[src/rtl/core/bbc_pkg.sv]
`timescale 1ns / 1ps
// ----------------------------------------------------------------------------
// bbc_pkg
// Types, codes and character classification shared by the bracket checker.
// ----------------------------------------------------------------------------
package bbc_pkg;

  // Kind of bracket held in one stack cell.
  typedef enum logic [1:0] {
    KIND_PAREN   = 2'd0,
    KIND_BRACE   = 2'd1,
    KIND_BRACKET = 2'd2,
    KIND_NONE    = 2'd3
  } kind_t;

  // Failure cause reported with each verdict.
  typedef enum logic [2:0] {
    CAUSE_OK       = 3'd0,
    CAUSE_NO_OPEN  = 3'd1,
    CAUSE_MISMATCH = 3'd2,
    CAUSE_UNCLOSED = 3'd3,
    CAUSE_OVERFLOW = 3'd4
  } cause_t;

  localparam logic [7:0] CHAR_LPAREN   = 8'h28;
  localparam logic [7:0] CHAR_RPAREN   = 8'h29;
  localparam logic [7:0] CHAR_LBRACE   = 8'h7B;
  localparam logic [7:0] CHAR_RBRACE   = 8'h7D;
  localparam logic [7:0] CHAR_LBRACKET = 8'h5B;
  localparam logic [7:0] CHAR_RBRACKET = 8'h5D;

  // Shift command broadcast to every cell of the stack chain.
  typedef struct packed {
    logic push;
    logic pop;
  } shift_t;

  // One verdict as it travels to the output stage.
  typedef struct packed {
    logic   balanced;
    cause_t fail_cause;
  } result_t;

  function automatic kind_t open_kind(input logic [7:0] c);
    kind_t k;
    case (c)
      CHAR_LPAREN:   k = KIND_PAREN;
      CHAR_LBRACE:   k = KIND_BRACE;
      CHAR_LBRACKET: k = KIND_BRACKET;
      default:       k = KIND_NONE;
    endcase
    return k;
  endfunction

  function automatic kind_t close_kind(input logic [7:0] c);
    kind_t k;
    case (c)
      CHAR_RPAREN:   k = KIND_PAREN;
      CHAR_RBRACE:   k = KIND_BRACE;
      CHAR_RBRACKET: k = KIND_BRACKET;
      default:       k = KIND_NONE;
    endcase
    return k;
  endfunction

endpackage

[src/rtl/core/bbc_if.sv]
`timescale 1ns / 1ps
// ----------------------------------------------------------------------------
// bbc_in_if / bbc_out_if
// Valid/ready channels for character requests and verdict requests.
// ----------------------------------------------------------------------------
interface bbc_in_if;
  logic       valid;
  logic       ready;
  logic [7:0] char_in;
  logic       end_of_expr;

  modport source (output valid, output char_in, output end_of_expr, input ready);
  modport sink (input valid, input char_in, input end_of_expr, output ready);
endinterface

interface bbc_out_if;
  logic       valid;
  logic       ready;
  logic       balanced;
  logic [2:0] fail_cause;

  modport source (output valid, output balanced, output fail_cause, input ready);
  modport sink (input valid, input balanced, input fail_cause, output ready);
endinterface

[src/rtl/core/bracket_balance_checker_unit.sv]
`timescale 1ns / 1ps
// ----------------------------------------------------------------------------
// bracket_balance_checker_unit
// Balanced-bracket checker over a byte stream, one verdict per expression.
// ----------------------------------------------------------------------------
// The unit takes one character request per clock cycle, with no gaps needed
// between expressions, and returns one verdict request for each character
// marked end_of_expr that is taken. The bracket stack is a chain of
// STACK_DEPTH two-bit cells that all shift together, so a push or a pop
// moves every cell at once and a pop compares against the top cell. The
// verdict sits in an output register backed by a one-entry skid buffer; the
// input only stalls when both hold verdicts the consumer has not taken.
// Openers beyond STACK_DEPTH report overflow (cause 4) instead of being
// dropped. The first failure of an expression is kept; depth and failure
// clear after the last character so the next expression starts fresh.
module bracket_balance_checker_unit #(
  parameter int STACK_DEPTH = 128
) (
  input  logic      clk,
  input  logic      rst,
  bbc_in_if.sink    chars,
  bbc_out_if.source verdict
);
  import bbc_pkg::*;

  localparam int DW = $clog2(STACK_DEPTH + 1);

  // Occupancy of the stack chain and the first failure of this expression.
  logic [DW-1:0] depth;
  logic [DW-1:0] depth_next;
  cause_t        sticky;
  cause_t        sticky_next;

  logic    room;
  logic    accept;
  logic    last;
  kind_t   okind;
  kind_t   ckind;
  shift_t  cmd;
  kind_t   cell_kind [STACK_DEPTH];
  result_t result;
  cause_t  cause;

  assign chars.ready = room;
  assign accept      = chars.valid && room;
  assign last        = accept && chars.end_of_expr;
  assign okind       = open_kind(chars.char_in);
  assign ckind       = close_kind(chars.char_in);

  // Stack control. Once a failure is recorded, later characters of the same
  // expression leave the stack alone.
  always_comb begin
    cmd         = '0;
    depth_next  = depth;
    sticky_next = sticky;
    if (accept && sticky == CAUSE_OK) begin
      if (okind != KIND_NONE) begin
        if (depth == DW'(STACK_DEPTH)) begin
          sticky_next = CAUSE_OVERFLOW;
        end else begin
          cmd.push   = 1'b1;
          depth_next = depth + 1'b1;
        end
      end else if (ckind != KIND_NONE) begin
        if (depth == '0) begin
          sticky_next = CAUSE_NO_OPEN;
        end else begin
          cmd.pop    = 1'b1;
          depth_next = depth - 1'b1;
          if (cell_kind[0] != ckind) begin
            sticky_next = CAUSE_MISMATCH;
          end
        end
      end
    end

    // Verdict for the expression that ends with this character.
    cause = sticky_next;
    if (cause == CAUSE_OK && depth_next != '0) begin
      cause = CAUSE_UNCLOSED;
    end
    result.balanced   = (cause == CAUSE_OK);
    result.fail_cause = cause;
  end

  always_ff @(posedge clk) begin
    if (rst || last) begin
      depth  <= '0;
      sticky <= CAUSE_OK;
    end else begin
      depth  <= depth_next;
      sticky <= sticky_next;
    end
  end

  // The stack chain: cell 0 is the top. A push feeds the new kind into the
  // top; a pop feeds each cell from the one below it.
  for (genvar i = 0; i < STACK_DEPTH; i++) begin : g_cell
    kind_t above;
    kind_t below;
    if (i == 0) begin : g_top
      assign above = okind;
    end else begin : g_mid
      assign above = cell_kind[i-1];
    end
    if (i == STACK_DEPTH - 1) begin : g_bottom
      assign below = KIND_NONE;
    end else begin : g_rest
      assign below = cell_kind[i+1];
    end
    bbc_cell u_cell (
      .clk        (clk),
      .cmd        (cmd),
      .from_above (above),
      .from_below (below),
      .kind       (cell_kind[i])
    );
  end

  bbc_out_stage u_out (
    .clk     (clk),
    .rst     (rst),
    .load    (last),
    .result  (result),
    .room    (room),
    .verdict (verdict)
  );

`ifndef SYNTHESIS
  a_depth_bound: assert property (@(posedge clk) disable iff (rst)
    depth <= DW'(STACK_DEPTH))
    else $error("stack depth beyond capacity");

  a_clear_after_end: assert property (@(posedge clk) disable iff (rst)
    last |=> (depth == '0 && sticky == CAUSE_OK))
    else $error("state not cleared after end of expression");

  a_fail_holds: assert property (@(posedge clk) disable iff (rst)
    (sticky != CAUSE_OK && !last) |=> (sticky == $past(sticky) && depth == $past(depth)))
    else $error("recorded failure or depth changed before end of expression");

  a_no_push_and_pop: assert property (@(posedge clk) disable iff (rst)
    !(cmd.push && cmd.pop))
    else $error("push and pop issued together");
`endif

endmodule

[src/rtl/core/bbc_cell.sv]
`timescale 1ns / 1ps
// ----------------------------------------------------------------------------
// bbc_cell
// One entry of the shifting bracket stack.
// ----------------------------------------------------------------------------
module bbc_cell (
  input  logic           clk,
  input  bbc_pkg::shift_t cmd,
  input  bbc_pkg::kind_t  from_above,
  input  bbc_pkg::kind_t  from_below,
  output bbc_pkg::kind_t  kind
);
  import bbc_pkg::*;

  // A push moves every entry one place deeper; a pop moves it one place up.
  always_ff @(posedge clk) begin
    if (cmd.push) begin
      kind <= from_above;
    end else if (cmd.pop) begin
      kind <= from_below;
    end
  end

endmodule

[src/rtl/core/bbc_out_stage.sv]
`timescale 1ns / 1ps
// ----------------------------------------------------------------------------
// bbc_out_stage
// Output register with a one-entry skid buffer for verdict requests.
// ----------------------------------------------------------------------------
module bbc_out_stage (
  input  logic              clk,
  input  logic              rst,
  input  logic              load,
  input  bbc_pkg::result_t  result,
  output logic              room,
  bbc_out_if.source         verdict
);
  import bbc_pkg::*;

  logic    out_valid;
  result_t out_data;
  logic    skid_valid;
  result_t skid_data;
  logic    drain;

  assign drain = verdict.ready || !out_valid;
  assign room  = !skid_valid;

  always_ff @(posedge clk) begin
    if (rst) begin
      out_valid  <= 1'b0;
      skid_valid <= 1'b0;
    end else if (drain) begin
      if (skid_valid) begin
        out_valid  <= 1'b1;
        skid_valid <= 1'b0;
      end else begin
        out_valid <= load;
      end
    end else if (load) begin
      skid_valid <= 1'b1;
    end
  end

  always_ff @(posedge clk) begin
    if (drain) begin
      out_data <= skid_valid ? skid_data : result;
    end else if (load) begin
      skid_data <= result;
    end
  end

  assign verdict.valid      = out_valid;
  assign verdict.balanced   = out_data.balanced;
  assign verdict.fail_cause = out_data.fail_cause;

`ifndef SYNTHESIS
  a_skid_behind_out: assert property (@(posedge clk) disable iff (rst)
    skid_valid |-> out_valid)
    else $error("skid entry held while output register empty");
`endif

endmodule

[src/flat_wrapper.sv]
// flat-port wrapper written by rule: the top's interface ports become plain ports
module bracket_balance_checker_unit_flat import bbc_pkg::*;
#(
  parameter int STACK_DEPTH = 128
)
  (clk, rst, chars_valid, chars_char_in, chars_end_of_expr, chars_ready, verdict_valid, verdict_balanced, verdict_fail_cause, verdict_ready);
  bbc_in_if chars_i ();
  bbc_out_if verdict_i ();
  input  logic clk;
  input  logic rst;
  input wire logic [$bits(chars_i.valid)-1:0] chars_valid;
  input wire logic [$bits(chars_i.char_in)-1:0] chars_char_in;
  input wire logic [$bits(chars_i.end_of_expr)-1:0] chars_end_of_expr;
  output wire logic [$bits(chars_i.ready)-1:0] chars_ready;
  output wire logic [$bits(verdict_i.valid)-1:0] verdict_valid;
  output wire logic [$bits(verdict_i.balanced)-1:0] verdict_balanced;
  output wire logic [$bits(verdict_i.fail_cause)-1:0] verdict_fail_cause;
  input wire logic [$bits(verdict_i.ready)-1:0] verdict_ready;
  assign chars_i.valid = chars_valid;
  assign chars_i.char_in = chars_char_in;
  assign chars_i.end_of_expr = chars_end_of_expr;
  assign chars_ready = chars_i.ready;
  assign verdict_valid = verdict_i.valid;
  assign verdict_balanced = verdict_i.balanced;
  assign verdict_fail_cause = verdict_i.fail_cause;
  assign verdict_i.ready = verdict_ready;
  bracket_balance_checker_unit #(.STACK_DEPTH(STACK_DEPTH)) u_core (.clk(clk), .rst(rst), .chars(chars_i), .verdict(verdict_i));
endmodule
[config.mk]
export PLATFORM = sky130hd
export DESIGN_NAME = bracket_balance_checker_unit_flat
export DESIGN_NICKNAME = d
export VERILOG_FILES = /design/src/rtl/core/bbc_pkg.sv /design/src/rtl/core/bbc_if.sv /design/src/rtl/core/bracket_balance_checker_unit.sv /design/src/rtl/core/bbc_cell.sv /design/src/rtl/core/bbc_out_stage.sv /design/src/flat_wrapper.sv
export SDC_FILE = /design/constraint.sdc
export NUM_CORES = 1
export LEC_CHECK = 0
export ABC_AREA = 1
export BUFFER_PORTS_ARGS = -buffer_cell sky130_fd_sc_hd__clkbuf_2
export CORE_AREA = 5 5 157 159
export CTS_CLUSTER_DIAMETER = 150
export DETAILED_ROUTE_END_ITERATION = 16
export DIE_AREA = 0 0 162 164
export PLACE_DENSITY_LB_ADDON = 0.3
export SYNTH_ARGS = -nofsm -noshare
export SYNTH_HDL_FRONTEND = slang
export SYNTH_SLANG_ARGS = --single-unit
export TNS_END_PERCENT = 100
[constraint.sdc]
create_clock -name clk -period 15.9 [get_ports clk]
set_input_delay 1.59 -clock clk [delete_from_list [all_inputs] [get_ports clk]]
set_output_delay 1.59 -clock clk [all_outputs]
set_load 0.02 [all_outputs]
==> results of run 1 <==
[logic make-up after synthesis]
| family | count (synthesis) |
|---|---|
| AND/OR/NAND/NOR | 422 |
| flip-flops | 277 |
| AO/OA/AOI/OAI | 271 |
| buffers and inverters | 222 |
| XOR/XNOR | 7 |
| adder cells (fa/ha/maj) | 3 |
[Yosys cell counts]
cell type,count
a31oi_1,3
nand2_1,344
nand3b_1,2
nor3_1,2
edfxtp_1,264
clkbuf_1,40
nand3_2,3
a21oi_2,1
nand3_1,25
nor2_4,2
nand2_2,2
o21ai_0,252
inv_2,4
nor2_2,4
dfxtp_1,13
inv_1,157
xnor2_1,1
nor2_1,30
xor2_1,6
o21ai_1,4
a21oi_1,11
buf_6,1
buf_2,20
nand4_1,7
or2_2,1
ha_1,3
[worst register-to-register path: cells and delay by family (launching register included)]
kind | cells | cell delay [ps]
DFF | 1 | 380
and+or+nand+nor | 4 | 2440
buffers and inverters | 2 | 1180
[worst max-delay path by stage]
stage | startpoint | endpoint | slack, ps
2_1_floorplan | chars_char_in[2] | u_core.g_cell[0].u_cell.kind[0]$_DFFE_PP_ | 7160
3_3_place_gp | chars_valid | u_core.g_cell[27].u_cell.kind[1]$_DFFE_PP_ | 10290
3_5_place_dp | chars_valid | u_core.g_cell[26].u_cell.kind[1]$_DFFE_PP_ | 10240
4_1_cts | chars_valid | u_core.g_cell[26].u_cell.kind[1]$_DFFE_PP_ | 10800
5_1_grt | chars_valid | u_core.g_cell[26].u_cell.kind[1]$_DFFE_PP_ | 10490
6_report | chars_valid | u_core.g_cell[31].u_cell.kind[1]$_DFFE_PP_ | 10780
[final cells by class]
class | count | area, um^2 | area share
Timing Repair Buffer | 22 | 120.1 | 0.009030
Tap cell | 290 | 362.8 | 0.02728
Inverter | 161 | 609.3 | 0.04581
Sequential cell | 277 | 8188 | 0.6156
Clock inverter | 11 | 98.84 | 0.007431
Multi-Input combinational cell | 703 | 3178 | 0.2389
Clock buffer | 34 | 744.5 | 0.05597
[flip-flops by register name (all words and copies together), names as in the netlist]
name,flops
u_core.u_out.verdict.fail_cause,3
u_core.u_out.verdict.valid,1
u_core.g_cell.u_cell.kind,256
u_core.u_out.skid_valid,1
u_core.depth,8
u_core.sticky,3
u_core.u_out.skid_data,4
u_core.u_out.verdict.balanced,1
[layer usage]
layer,up-vias,part of all wire,track usage
met5,-,0,0
met4,0,0.017,0.03306
met3,30,0.034,0.02509
met2,90,0.44,0.2346
met1,3632,0.51,0.2153
li1,3984,-,-
[through the flow]
stage	total power [W]	worst slack (ps)	cell area, um^2	util	std cells
2_1_floorplan	0.0008357	7159	12210	-	1202
3_3_place_gp	0.0008423	10290	12460	0.5388	1453
3_5_place_dp	0.0008430	10240	12460	0.5388	1453
4_1_cts	0.001459	10800	13300	0.5753	1498
5_1_grt	0.001496	10490	13300	0.5753	1498
6_report	0.001444	10780	13300	0.5753	1498
[power by group through the flow]
stage / logic (W) / clock network (W) / registers [W]
after floorplan: 0.0000209 / 0 / 0.000815
after global placement: 0.0000296 / 0 / 0.000813
after detailed placement: 0.0000301 / 0 / 0.000813
after CTS: 0.0000303 / 0.000631 / 0.000797
after global routing: 0.0000344 / 0.000664 / 0.000798
final: 0.0000299 / 0.000616 / 0.000798
==> results_dict.tcl, run 1 <==
set metrics [dict create \
    hold_start "u_core.sticky[0]$_SDFF_PP0_" \
    ff2ff_path_depth 6 \
    ir_drop_mv 0.07310 \
    clockPowerShare 0.427 \
    path_cells "clkbuf_2, nand4_1, nor2_1, nand2_8, nand2_4, buf_4" \
    final_cell_mix "nand2_1, edfxtp_1, o21ai_0" \
    worst_path_max_delay_cell "nand2_4" \
    synth_compound_area_frac 0.1117 \
    die_h_um 164 \
    cp-end-kind "register" \
    cts_buffers 28 \
    setup-violations-final 0 \
    vias 7736 \
    post-route-min-period_ps 5123 \
    max_stage_delay_ps 1000 \
    r2r_slack_ps 11440 \
    yosysSeqAreaShare 0.6706 \
    dieArea_um2 26570 \
    place.port_buffers 18 \
    holdPathStages 2 \
    ys_ff_latch 277 \
    synth_top_area_frac 0.6492 \
    combPwrFrac 0.021 \
    cts_tree "done" \
    fin_crit_sh 0.3222 \
    power_density_nw_per_um2 108.5 \
    drt_iter0_markers 853 \
    slew_headroom 0.2589 \
    synth_top_area_cell "edfxtp_1" \
    syn-num-nets 1218 \
    critPathLaunchType "input port" \
    via_per_inst 5.164 \
    drc_errors 0 \
    rsz0062_at_grt "false" \
    synth_cell_types 26 \
    hold_viol 0 \
    syn2layout_area_growth_pct 8.935 \
    synthCells 1202 \
    critPathTopFamily "simple AND/OR/NAND/NOR gates" \
    p_sw_w 0.0002797 \
    clk_transition_reported_paths_ps 60 \
    grt_overflow 0 \
    required_ps 16040 \
    synth-adder-area-share 0.003074 \
    wl_per_cell_um 13.02 \
    timing.hold.ws_ps 502.3 \
    leakagePower_nw 5.185 \
    diodes 0 \
    fmax_mhz 195.2 \
    gr-usage-all-layers 0.1472 \
    synth_top_family_by_area "simple AND/OR/NAND/NOR gates" \
    htreeDepth 1 \
    critical_path_class "in2reg" \
    min_path_type "reg2reg" \
    synth.area.mux_share 0 \
    rr_endpoint "u_core.g_cell[31].u_cell.kind[1]$_DFFE_PP_" \
    final_common_cell "nand2_1" \
    swShare 0.1937 \
    start_util 0.5281 \
    grt_pass1_wl_mm 33.29 \
    critPathMaxFanout 146 \
    final_nets 1209 \
    drive_above_1_share 0.06209 \
    num-fill-cells 1944 \
    synthTopCellsByArea "edfxtp_1, nand2_1, o21ai_0" \
    synth-simple-area-share 0.1387 \
    syn_area_per_cell_um2 10.16 \
    synth_xor_area_frac 0.005021 \
    clockBufferDepth 3 \
    seqPwrFrac 0.552 \
    dr.pass1.iters 5 \
    hold_path_end "u_core.sticky[0]$_SDFF_PP0_" \
    grt_pass1_vias 7254 \
    cts_root_buffer "clkbuf_16" \
    report.final.slew_viol_count 0 \
    intPower_w 0.001164 \
    status "finished clean" \
    die_w_um 162 \
    hpwlAfterDp_mm 11.08 \
    routed_wl_mm 19.51 \
    holdBufCountCts 0 \
    skew_ps 5.835 \
    antenna_left 0 \
    fin_tns_setup_ps 0 \
    post-cts-setup-buffers 0 \
    insertion_delay_ps 530 \
    crit_arrival_ps 5270 \
    synth_warnings 0 \
    maxCapViolations 0 \
    core_area_um2 23120 \
    cts_sinks 277 \
    worst_slew_pin_slew_ps 1112 \
    io_pins 19 \
    syn_area_um2 12210 \
    path_depth 6 \
    rr_startpoint "u_core.u_out.skid_valid$_SDFFE_PP0P_" \
    cp_num_buf_inv 2 \
    antenna_found_initial 0 \
    grt_max_degree 147 \
    cts-resized-gates 0 \
    gp_congestion 0.8394 \
    num_rows 56 \
]
Power figures use the tool's default switching activity.
==> run 2: changes to the inputs <==
- ABC_AREA: 1 -> 0
- CORE_AREA: 5 5 157 159 -> 5 5 158 160
- DIE_AREA: 0 0 162 164 -> 0 0 163 165
- clock period: 15.9 -> 4.7 ns (I/O delays scaled with it)
==> results_dict.tcl, run 2 <==
set metrics [dict create \
    max_stage_delay_ps 850 \
    largest_reg_flops 256 \
    timing.hold.ws_ps 116.5 \
    min_path_type "in2reg" \
    wl_per_cell_um 13.02 \
    grt_pass1_vias 7657 \
    antenna_found_initial 0 \
    synth_cell_types 64 \
    post-route-min-period_ps 3410 \
    die_h_um 165 \
    synthTopCellsByArea "edfxtp_1, nand2_1, dfxtp_1" \
    swShare 0.1964 \
    rsz0062_at_grt "false" \
    clockPowerShare 0.433 \
    final_nets 1260 \
    utilization 0.5813 \
    fin_crit_sh 0.7256 \
    synth-edff-count 264 \
    critPathLaunchType "register" \
    cp-end-kind "register" \
    clockBufferDepth 3 \
    stdcell_area_um2 13520 \
    synth.area.mux_share 0.0009121 \
    clk_transition_reported_paths_ps 60 \
    rr_endpoint "u_core.g_cell[91].u_cell.kind[0]$_DFFE_PP_" \
    rr_startpoint "u_core.depth[0]$_SDFF_PP0_" \
    io_pins 19 \
    drt_iter0_markers 716 \
    synth-adder-area-share 0.003040 \
    cts_buffers 29 \
    diodes 0 \
    synth_most_common_cell "nand2_1" \
    seqPwrFrac 0.555 \
    intPower_w 0.003880 \
    hold_viol 0 \
    power_density_nw_per_um2 357.0 \
    status "finished clean" \
    antenna_left 0 \
    htreeDepth 1 \
    gp_congestion 0.8635 \
    num_rows 56 \
    dieArea_um2 26900 \
    syn_area_um2 12350 \
    post-cts-setup-buffers 0 \
    finalNonFillerCells 1586 \
    worst_slew_pin_slew_ps 1084 \
    synth_warnings 0 \
    ys_ff_latch 277 \
    place.port_buffers 18 \
    final_cell_mix "nand2_1, edfxtp_1, clkbuf_16" \
    drive_above_1_share 0.06709 \
    vias 8210 \
    maxCapViolations 0 \
    hold_path_end "u_core.u_out.verdict.valid$_SDFFE_PP0P_" \
    insertion_delay_ps 540 \
    path_cells "inv_1, ha_1, nor3b_1, and3_1, o31ai_4, buf_4" \
    hold_start "rst" \
    cts_sinks 277 \
    ir_drop_mv 0.2366 \
    p_sw_w 0.0009481 \
    core_area_um2 23260 \
    holdPathStages 2 \
    post-place-cells 1532 \
    holdBufCountCts 0 \
    power_w 0.004828 \
    synth_xor_area_frac 0.0007094 \
    routed_wl_mm 20.66 \
    report.final.slew_viol_count 0 \
    synthCells 1253 \
    skew_ps 10.71 \
    syn2layout_area_growth_pct 9.527 \
    cts_root_buffer "clkbuf_16" \
    async_flop_share 0 \
    largest_register "u_core.g_cell.u_cell.kind" \
    syn_area_per_cell_um2 9.853 \
    synth_common_cells "nand2_1, edfxtp_1, clkbuf_1, nor2_1, dfxtp_1" \
    crit_arrival_ps 3570 \
    grt_overflow 0 \
    yosysSeqAreaShare 0.6632 \
    slew_headroom 0.2771 \
    gr-usage-all-layers 0.1557 \
    grt_max_degree 255 \
    leakagePower_nw 5.447 \
    reg_top3 "u_core.g_cell.u_cell.kind: 256 flops, u_core.depth: 8 flops, u_core.u_out.skid_data: 4 flops" \
    dpl_cell_area_um2 12660 \
    grt_pass1_wl_mm 35.60 \
    r2r_slack_ps 1290 \
    ys.flop_type "edfxtp_1" \
    cts-resized-gates 0 \
    worst_path_max_delay_cell "o31ai_4" \
    synth-simple-area-share 0.2721 \
    fmax_mhz 293.2 \
    synth_top_family_by_area "simple AND/OR/NAND/NOR gates" \
    syn-num-nets 1269 \
    die_w_um 163 \
    drc_errors 0 \
    combPwrFrac 0.012 \
    setup-violations-final 0 \
    cts_tree "done" \
    start_util 0.5307 \
    via_per_inst 5.177 \
    synth_compound_area_frac 0.03486 \
    critPathMaxFanout 74 \
    required_ps 4860 \
    synth_top_area_frac 0.6421 \
    critical_path_class "reg2reg" \
    ff2ff_path_depth 6 \
    synth_top_area_cell "edfxtp_1" \
    dr.pass1.iters 5 \
    hpwlAfterDp_mm 11.73 \
    final_common_cell "nand2_1" \
]
run 2: cell types whose count changed after synthesis, moves of 5 or more:
cell | previous run | this run
buf_2 | 20 | 11
clkbuf_1 | 40 | 49
and3_1 | 0 | 5
o21ai_0 | 252 | 7
inv_1 | 157 | 4
nand2_1 | 344 | 770
nor2_1 | 30 | 21
nand4_1 | 7 | 1
xor2_1 | 6 | 0
nand3_1 | 25 | 8
nor4_1 | 0 | 5
nand2b_1 | 0 | 5
run 2: area by class of cell:
type | instances | area, um^2
clock buffers | 37 | 755.7
clock inverters | 17 | 103.9
fillers | 1999 | 9741
inverters | 5 | 18.77
multi-input cells | 905 | 3881
flip-flops and latches | 277 | 8188
well taps | 319 | 399.1
repair buffers | 26 | 175.2
run 2: power by group through the flow:
stage	combinational [W]	sequential [W]	clock (W)
2_1_floorplan	0.0000376	0.00274	0
5_1_grt	0.0000645	0.00268	0.00227
3_5_place_dp	0.0000571	0.00273	0
3_3_place_gp	0.0000564	0.00273	0
4_1_cts	0.0000575	0.00268	0.00215
6_report	0.0000567	0.00268	0.00209
run 2: metal layers:
layer	global-route usage	up-vias	routed length, um
met2	0.2408	129	9397
met1	0.2303	3895	9954
met5	0	-	0
li1	-	4147	-
met4	0.04880	0	526
met3	0.02296	39	778
run 2: worst max path at each step:
stage | startpoint | end | slack (ps) | cells after the start
after detailed placement | chars_char_in[2] | u_core.g_cell[98].u_cell.kind[1]$_DFFE_PP_ | 1110 | 5
after CTS | u_core.depth[0]$_SDFF_PP0_ | u_core.g_cell[91].u_cell.kind[0]$_DFFE_PP_ | 1280 | 6
after global routing | u_core.depth[0]$_SDFF_PP0_ | u_core.g_cell[91].u_cell.kind[0]$_DFFE_PP_ | 1090 | 6
final | u_core.depth[0]$_SDFF_PP0_ | u_core.g_cell[91].u_cell.kind[0]$_DFFE_PP_ | 1290 | 6
after floorplan | chars_char_in[2] | u_core.u_out.verdict.balanced$_DFFE_PP_ | -4260 | 7
after global placement | chars_char_in[2] | u_core.g_cell[97].u_cell.kind[1]$_DFFE_PP_ | 1120 | 5
run 2: worst max-delay path, delay by kind of cell, from the launching register on:
kind,cells,cell delay [ps]
AO/OA/AOI/OAI,1,850
AND/OR/NAND/NOR,2,540
flip-flops,1,420
buffers and inverters,2,920
adder cells (fa/ha/maj),1,240
run 2: stage by stage:
stage	setup TNS, ps	setup WS (ps)
after global placement	0	1120
final	0	1290
after floorplan	-945420	-4256
after detailed placement	0	1108
after global routing	0	1087
after CTS	0	1278
run 2: logic make-up (layout without fill, tap and decap cells):
family                     count (synthesis)  in the layout
muxes                                      1              1
adders and majority gates                  3              3
buffers and inverters                     71             85
AOI/OAI and AO/OA                         54             54
DFF                                      277            277
xor gates and xnor gates                   1              1
and+or+nand+nor                          846            846
